[src/rtl/core/bprc_pkg.sv]
package bprc_pkg;

  localparam int SEQ_W       = 24;
  localparam int PROT_W      = 32;
  localparam int FIELD_POS_W = 24;
  localparam int COUNT_W     = 23;
  localparam int SCORE_W     = 17;
  localparam int RUN_W       = 5;
  localparam int CFG_W       = 5;
  localparam int CFG_IDX_W   = 1;
  localparam int IN_DATA_W   = 104;
  localparam int OUT_DATA_W  = 96;

  localparam logic [CFG_IDX_W-1:0] REG_MIN_RUN   = 1'b0;
  localparam logic [CFG_IDX_W-1:0] REG_MARK_SPAN = 1'b1;

  localparam logic [RUN_W-1:0] RUN_MAX       = 5'd31;
  localparam logic [CFG_W-1:0] MIN_RUN_RST   = 5'd4;
  localparam logic [CFG_W-1:0] MARK_SPAN_RST = 5'd8;

  localparam int CODON_NT  = 3;
  localparam int QDEPTH    = 2;
  localparam int DIV_STEPS = 17;
  localparam logic [SCORE_W-1:0] SCORE_MAX = 17'd65536;

  localparam int          DIV3_SHIFT = 25;
  localparam logic [47:0] DIV3_MUL   = 48'd11184811;

  typedef struct packed {
    logic [SEQ_W-1:0]       seq_id;
    logic [PROT_W-1:0]      protein;
    logic [COUNT_W-1:0]     count;
    logic [FIELD_POS_W-1:0] len;
  } res_req_t;

  typedef struct packed {
    logic full;
    logic empty;
  } q_stat_t;

  function automatic logic [COUNT_W-1:0] div3(input logic [FIELD_POS_W-1:0] x);
    logic [47:0] p;
    p = {24'd0, x} * DIV3_MUL;
    return p[DIV3_SHIFT +: COUNT_W];
  endfunction

endpackage

[src/rtl/core/bprc_front.sv]
module bprc_front #(
  parameter int PW = 24
) (
  input  logic                              clk,
  input  logic                              rst_n,
  input  logic                              cfg_valid,
  input  logic [bprc_pkg::CFG_IDX_W-1:0]    cfg_index,
  input  logic [bprc_pkg::CFG_W-1:0]        cfg_data,
  input  logic                              in_tvalid,
  output logic                              in_tready,
  input  logic [bprc_pkg::IN_DATA_W-1:0]    in_tdata,
  input  logic                              in_tlast,
  input  bprc_pkg::q_stat_t                 q_stat,
  output logic                              q_push,
  output bprc_pkg::res_req_t                q_data
);
  import bprc_pkg::*;

  localparam int CW = PW - 1;

  typedef enum logic {F_IDLE, F_EXEC} fstate_t;

  fstate_t             fstate_r;
  logic [CFG_W-1:0]    min_run_r;
  logic [CFG_W-1:0]    span_r;

  logic [SEQ_W-1:0]    it_seq_r;
  logic [PROT_W-1:0]   it_prot_r;
  logic [PW-1:0]       it_pos_r;
  logic [PW-1:0]       it_len_r;
  logic                it_last_r;
  logic [CW-1:0]       it_pos3_r;
  logic [CW-1:0]       it_len3_r;

  logic                act_r,   act_nxt;
  logic [SEQ_W-1:0]    seq_r,   seq_nxt;
  logic [PROT_W-1:0]   prot_r,  prot_nxt;
  logic [PW-1:0]       len_r,   len_nxt;
  logic [CW-1:0]       lim_r,   lim_nxt;
  logic [PW-1:0]       prev_r,  prev_nxt;
  logic [CW-1:0]       rstart_r, rstart_nxt;
  logic [RUN_W-1:0]    run_r,   run_nxt;
  logic [CW-1:0]       mend_r,  mend_nxt;
  logic [CW-1:0]       cov_r,   cov_nxt;
  logic [PROT_W-1:0]   bprot_r, bprot_nxt;
  logic [CW-1:0]       bcnt_r,  bcnt_nxt;
  logic                bval_r,  bval_nxt;

  logic                accept;
  logic [PW-1:0]       pos_in;
  logic [PW-1:0]       len_in;

  assign in_tready = (fstate_r == F_IDLE) && !q_stat.full;
  assign accept    = in_tvalid && in_tready;
  assign pos_in    = in_tdata[56 +: PW];
  assign len_in    = in_tdata[80 +: PW];

  always_ff @(posedge clk) begin
    if (accept) begin
      it_seq_r  <= in_tdata[23:0];
      it_prot_r <= in_tdata[55:24];
      it_pos_r  <= pos_in;
      it_len_r  <= len_in;
      it_last_r <= in_tlast;
      it_pos3_r <= CW'(div3(FIELD_POS_W'(pos_in)));
      it_len3_r <= CW'(div3(FIELD_POS_W'(len_in)));
    end
  end

  always_comb begin : exec_blk
    logic [PW-1:0] mark_e;
    logic [CW-1:0] mark_s;
    act_nxt    = act_r;
    seq_nxt    = seq_r;
    prot_nxt   = prot_r;
    len_nxt    = len_r;
    lim_nxt    = lim_r;
    prev_nxt   = prev_r;
    rstart_nxt = rstart_r;
    run_nxt    = run_r;
    mend_nxt   = mend_r;
    cov_nxt    = cov_r;
    bprot_nxt  = bprot_r;
    bcnt_nxt   = bcnt_r;
    bval_nxt   = bval_r;
    q_push     = 1'b0;
    q_data     = '0;
    mark_e     = '0;
    mark_s     = '0;
    if (fstate_r == F_EXEC) begin
      if (act_nxt && (it_seq_r != seq_nxt)) begin
        if (!bval_nxt || (cov_nxt > bcnt_nxt)) begin
          bprot_nxt = prot_nxt;
          bcnt_nxt  = cov_nxt;
        end
        q_push         = 1'b1;
        q_data.seq_id  = seq_nxt;
        q_data.protein = bprot_nxt;
        q_data.count   = COUNT_W'(bcnt_nxt);
        q_data.len     = FIELD_POS_W'(len_nxt);
        act_nxt    = 1'b0;
        seq_nxt    = '0;
        prot_nxt   = '0;
        len_nxt    = '0;
        lim_nxt    = '0;
        prev_nxt   = '0;
        rstart_nxt = '0;
        run_nxt    = '0;
        mend_nxt   = '0;
        cov_nxt    = '0;
        bprot_nxt  = '0;
        bcnt_nxt   = '0;
        bval_nxt   = 1'b0;
      end

      if (!act_nxt) begin
        act_nxt    = 1'b1;
        seq_nxt    = it_seq_r;
        len_nxt    = it_len_r;
        lim_nxt    = it_len3_r;
        prot_nxt   = it_prot_r;
        cov_nxt    = '0;
        mend_nxt   = '0;
        run_nxt    = RUN_W'(1);
        rstart_nxt = it_pos3_r;
        prev_nxt   = it_pos_r;
      end else if (it_prot_r != prot_nxt) begin
        if (!bval_nxt || (cov_nxt > bcnt_nxt)) begin
          bprot_nxt = prot_nxt;
          bcnt_nxt  = cov_nxt;
        end
        bval_nxt   = 1'b1;
        prot_nxt   = it_prot_r;
        cov_nxt    = '0;
        mend_nxt   = '0;
        run_nxt    = RUN_W'(1);
        rstart_nxt = it_pos3_r;
        prev_nxt   = it_pos_r;
      end else begin
        if ((PW+1)'(it_pos_r) == (PW+1)'(prev_nxt) + (PW+1)'(CODON_NT)) begin
          if (run_nxt < RUN_MAX) begin
            run_nxt = run_nxt + 1'b1;
          end
        end else begin
          run_nxt    = RUN_W'(1);
          rstart_nxt = it_pos3_r;
        end
        prev_nxt = it_pos_r;
      end

      if (run_nxt >= min_run_r) begin
        mark_e = PW'(it_pos3_r) + PW'(span_r);
        if (mark_e > PW'(lim_nxt)) begin
          mark_e = PW'(lim_nxt);
        end
        mark_s = (rstart_nxt > mend_nxt) ? rstart_nxt : mend_nxt;
        if (mark_e > PW'(mark_s)) begin
          cov_nxt = cov_nxt + CW'(mark_e - PW'(mark_s));
        end
        if (mark_e > PW'(mend_nxt)) begin
          mend_nxt = CW'(mark_e);
        end
      end

      if (it_last_r && !q_push) begin
        if (!bval_nxt || (cov_nxt > bcnt_nxt)) begin
          bprot_nxt = prot_nxt;
          bcnt_nxt  = cov_nxt;
        end
        q_push         = 1'b1;
        q_data.seq_id  = seq_nxt;
        q_data.protein = bprot_nxt;
        q_data.count   = COUNT_W'(bcnt_nxt);
        q_data.len     = FIELD_POS_W'(len_nxt);
        act_nxt    = 1'b0;
        seq_nxt    = '0;
        prot_nxt   = '0;
        len_nxt    = '0;
        lim_nxt    = '0;
        prev_nxt   = '0;
        rstart_nxt = '0;
        run_nxt    = '0;
        mend_nxt   = '0;
        cov_nxt    = '0;
        bprot_nxt  = '0;
        bcnt_nxt   = '0;
        bval_nxt   = 1'b0;
      end
    end
  end

  always_ff @(posedge clk) begin
    if (!rst_n) begin
      fstate_r  <= F_IDLE;
      min_run_r <= MIN_RUN_RST;
      span_r    <= MARK_SPAN_RST;
      act_r     <= 1'b0;
      seq_r     <= '0;
      prot_r    <= '0;
      len_r     <= '0;
      lim_r     <= '0;
      prev_r    <= '0;
      rstart_r  <= '0;
      run_r     <= '0;
      mend_r    <= '0;
      cov_r     <= '0;
      bprot_r   <= '0;
      bcnt_r    <= '0;
      bval_r    <= 1'b0;
    end else begin
      if (cfg_valid) begin
        case (cfg_index)
          REG_MIN_RUN:   min_run_r <= cfg_data;
          REG_MARK_SPAN: span_r    <= cfg_data;
          default: ;
        endcase
      end
      case (fstate_r)
        F_IDLE: begin
          if (accept) begin
            fstate_r <= F_EXEC;
          end
        end
        F_EXEC: begin
          fstate_r <= F_IDLE;
        end
        default: fstate_r <= F_IDLE;
      endcase
      act_r    <= act_nxt;
      seq_r    <= seq_nxt;
      prot_r   <= prot_nxt;
      len_r    <= len_nxt;
      lim_r    <= lim_nxt;
      prev_r   <= prev_nxt;
      rstart_r <= rstart_nxt;
      run_r    <= run_nxt;
      mend_r   <= mend_nxt;
      cov_r    <= cov_nxt;
      bprot_r  <= bprot_nxt;
      bcnt_r   <= bcnt_nxt;
      bval_r   <= bval_nxt;
    end
  end

endmodule

[config.mk]
export PLATFORM = sky130hd
export DESIGN_NAME = bprc_front
export DESIGN_NICKNAME = d
export VERILOG_FILES = /design/src/rtl/core/bprc_pkg.sv /design/src/rtl/core/bprc_front.sv
export SDC_FILE = /design/constraint.sdc
export NUM_CORES = 2
export LEC_CHECK = 0
export BUFFER_PORTS_ARGS = -buffer_cell sky130_fd_sc_hd__clkbuf_2
export CAP_MARGIN = 20
export CORE_MARGIN = 2
export CORE_UTILIZATION = 35
export CTS_CLUSTER_SIZE = 24
export DETAILED_ROUTE_END_ITERATION = 10
export PLACE_DENSITY = 0.56
export SLEW_MARGIN = 20
export SYNTH_ARGS = -nofsm -noshare
export SYNTH_HDL_FRONTEND = slang
export SYNTH_SLANG_ARGS = --single-unit
[constraint.sdc]
create_clock -name clk -period 21.3 [get_ports clk]
set_input_delay 4.26 -clock clk [delete_from_list [all_inputs] [get_ports clk]]
set_output_delay 4.26 -clock clk [all_outputs]
set_load 0.01 [all_outputs]
==> impl_metrics.ini <==
[status]
status = finished clean

[global_route]
gr-usage-all-layers_pct = 19.6
overflow = 0
grt_antenna_before_repair = 7
grt_pass1_wl_um = 211000
grt_pass1_vias = 36200
grt_max_degree = 146

[critical_path]
crit_path_top_delay_cell = a2111oi_0
endpoint_kind = output port
worstPathRequired_ps = 17040
worst-path-buf-inv = 6
critical-path-top-delay-family = compound AO/OA/AOI/OAI gates
crit_type = reg2out
cp-start-kind = flip-flop
critPathMaxStageDelay_ps = 870
worst-r2r-setup-slack_ps = 9250
crit_arrival_ps = 16090
crit_fanout = 41

[yosys]
synth_mux_area_share_pct = 3.47
synthCells = 5060
synth_adder_area_share_pct = 38.1
yosys.area.top_type = fa_1
synth_area_leaders = fa_1 20%, ha_1 19%, dfxtp_1 11%
yosys_warnings = 0
synth_top_area_share_pct = 19.6
synth_area_mm2 = 0.0474
synth-simple-area-share_pct = 13.6
ys_ff_latch = 420
syn_area_per_cell_um2 = 9.37
synth_top_family_by_area = adder cells
ys_types = 92
ys.flop_type = dfxtp_1
synth_edf_count = 151
seq_area_frac_synth_pct = 20.9
syn_nets = 6342
post_synth_xor_area_fraction_pct = 2.42
async_flop_share_pct = 0
synth_compound_area_share_pct = 13.0

[routing]
dr_wl_met2_um = 62200
avgRoutedWirePerCell_um = 19.5
num_vias = 36000
drc = 0
drt_wl_total_um = 137000
drtIter0Drc = 2612
wl_met3_um = 6060
ant_nets = 0
avgViaCountPerCell = 5.14
wl_met1_um = 64700
first_pass_iters = 5
routed.top_layer = met5

[clocking]
cts_root_buffer = clkbuf_16
clock_latency_ps = 650
hold_buffers = 0
cts_sinks = 420
cts_resized = 0
clockBufferDepth = 3
tritoncts = done
cts_setup_buffers = 0
cts_buffers = 50
htreeDepth = 2
path_clk_slew_ps = 60

[power_and_ir_drop]
p_per_area_mw_per_mm2 = 151
vdd.ir_drop.worst_v = 0.000193
leakagePower_nw = 23.7
total_power_mw = 7.89

[floorplanning]
core_region_area_mm2 = 0.135
rows = 135
die_h_um = 372
ios = 222
die_x_um = 372
initial_core_util_pct = 35.1
design.die.area_mm2 = 0.138

[cells_and_area]
area_delta_synth_final_pct = 10.1
nets = 6466
finalInstanceArea_mm2 = 0.0522
layout_commonest_cell = inv_1
fillers = 13500
final_core_util_pct = 38.7
final_cell_mix = 876 x inv_1, 702 x ha_1, 463 x fa_1
drive_gt1_share_pct = 7.90

[flow_run]
maxCapViolCount = 0

[place]
portBuffers = 220
dp_hpwl_um = 107000
place.gp.congestion = 0.898
dpl_cell_area_mm2 = 0.0505

[sta]
finalCriticalPeriod_ps = 20350
setup_viol = 0
hold_ws_ps = 457
slew_headroom_pct = 26.3
finalMaxSlewViolations = 0
worst_slew_pin_slew_ps = 1110
fin_crit_sh_pct = 95.6
tns_ps = 0
final-hold-violation-count = 0
skew_ps = 53.8
fmax_ghz = 0.0491
rsz0062_at_grt = no

[min_path]
min_path_type = reg2reg
[final cells by class]
type | instances | area, um2 | share of cell area [%]
multi-input combinational | 3571 | 33500 | 64.2
timing repair buffer | 265 | 1490 | 2.85
inverter | 876 | 3290 | 6.30
tap | 1781 | 2230 | 4.27
clock buffer | 66 | 1410 | 2.71
sequential | 420 | 9920 | 19.0
clock inverter | 28 | 313 | 0.599
antenna | 5 | 12.5 | 0.0240
[path summary, 6_finish.rpt]
path	start	endpoint	depth (start not counted)
worst max-delay path	it_seq_r[10]	q_data[78]	48
worst max register to register	it_seq_r[10]	cov_r[21]	37
worst min-delay path	mend_r[4]	mend_r[4]	2
worst min register to register	mend_r[4]	mend_r[4]	2
[cell usage after synthesis, types with 91 or more instances]
master	number
inv_1	876
ha_1	702
fa_1	463
dfxtp_1	269
nand2_1	251
nor2b_1	221
a21oi_1	180
nor2_1	159
clkbuf_1	158
edfxtp_1	151
o21ai_0	151
nand3_1	150
mux2i_1	145
and2_1	122
a21boi_0	106
nand2b_1	94
xnor2_1	91
[tightest hold or removal path, cell delays in order, from the launching register on]
cell	delay [ps]
dfxtp_1	330
nand2_1	40
o21ai_0	50
[sequential cells by signal (all words and copies together) (netlist names), 24 cells and up]
register	flops
it_pos_r	24
prev_r	24
seq_r	24
bprot_r	32
prot_r	32
len_r	24
it_prot_r	32
it_seq_r	24
it_len_r	24
[per-stage QoR]
stage | std cells | setup slack [ps]
after detailed placement | 6913 | 1720
final | 7012 | 946
after CTS | 7007 | 1050
after global routing | 7011 | 88.8
after global placement | 6912 | 1810
after floorplan | 5060 | 5670
[power by group]
part | switching [mW] | internal (mW) | total (mW)
clock | 0.381 | 0.530 | 0.911
combinational | 3.35 | 2.48 | 5.83
sequential | 0.0630 | 1.09 | 1.16
total | 3.79 | 4.10 | 7.89
[layer usage]
layer	GRT usage, %	vias to the layer above
li1	-	17300
met1	27.8	17700
met2	31.3	780
met3	2.34	185
met4	5.64	4
met5	0	-
[kinds of logic (layout without fill, tap and decap cells)]
| family | Yosys count | in the layout |
|---|---|---|
| flip-flops | 420 | 420 |
| buffers and inverters | 1069 | 1235 |
| XOR/XNOR | 128 | 128 |
| AND/OR/NAND/NOR | 1202 | 1202 |
| adder cells (fa/ha/maj) | 1165 | 1165 |
| AO/OA/AOI/OAI | 914 | 914 |
| other | 0 | 5 |
| multiplexers | 162 | 162 |
No activity file was read; power rests on OpenSTA's default activity.
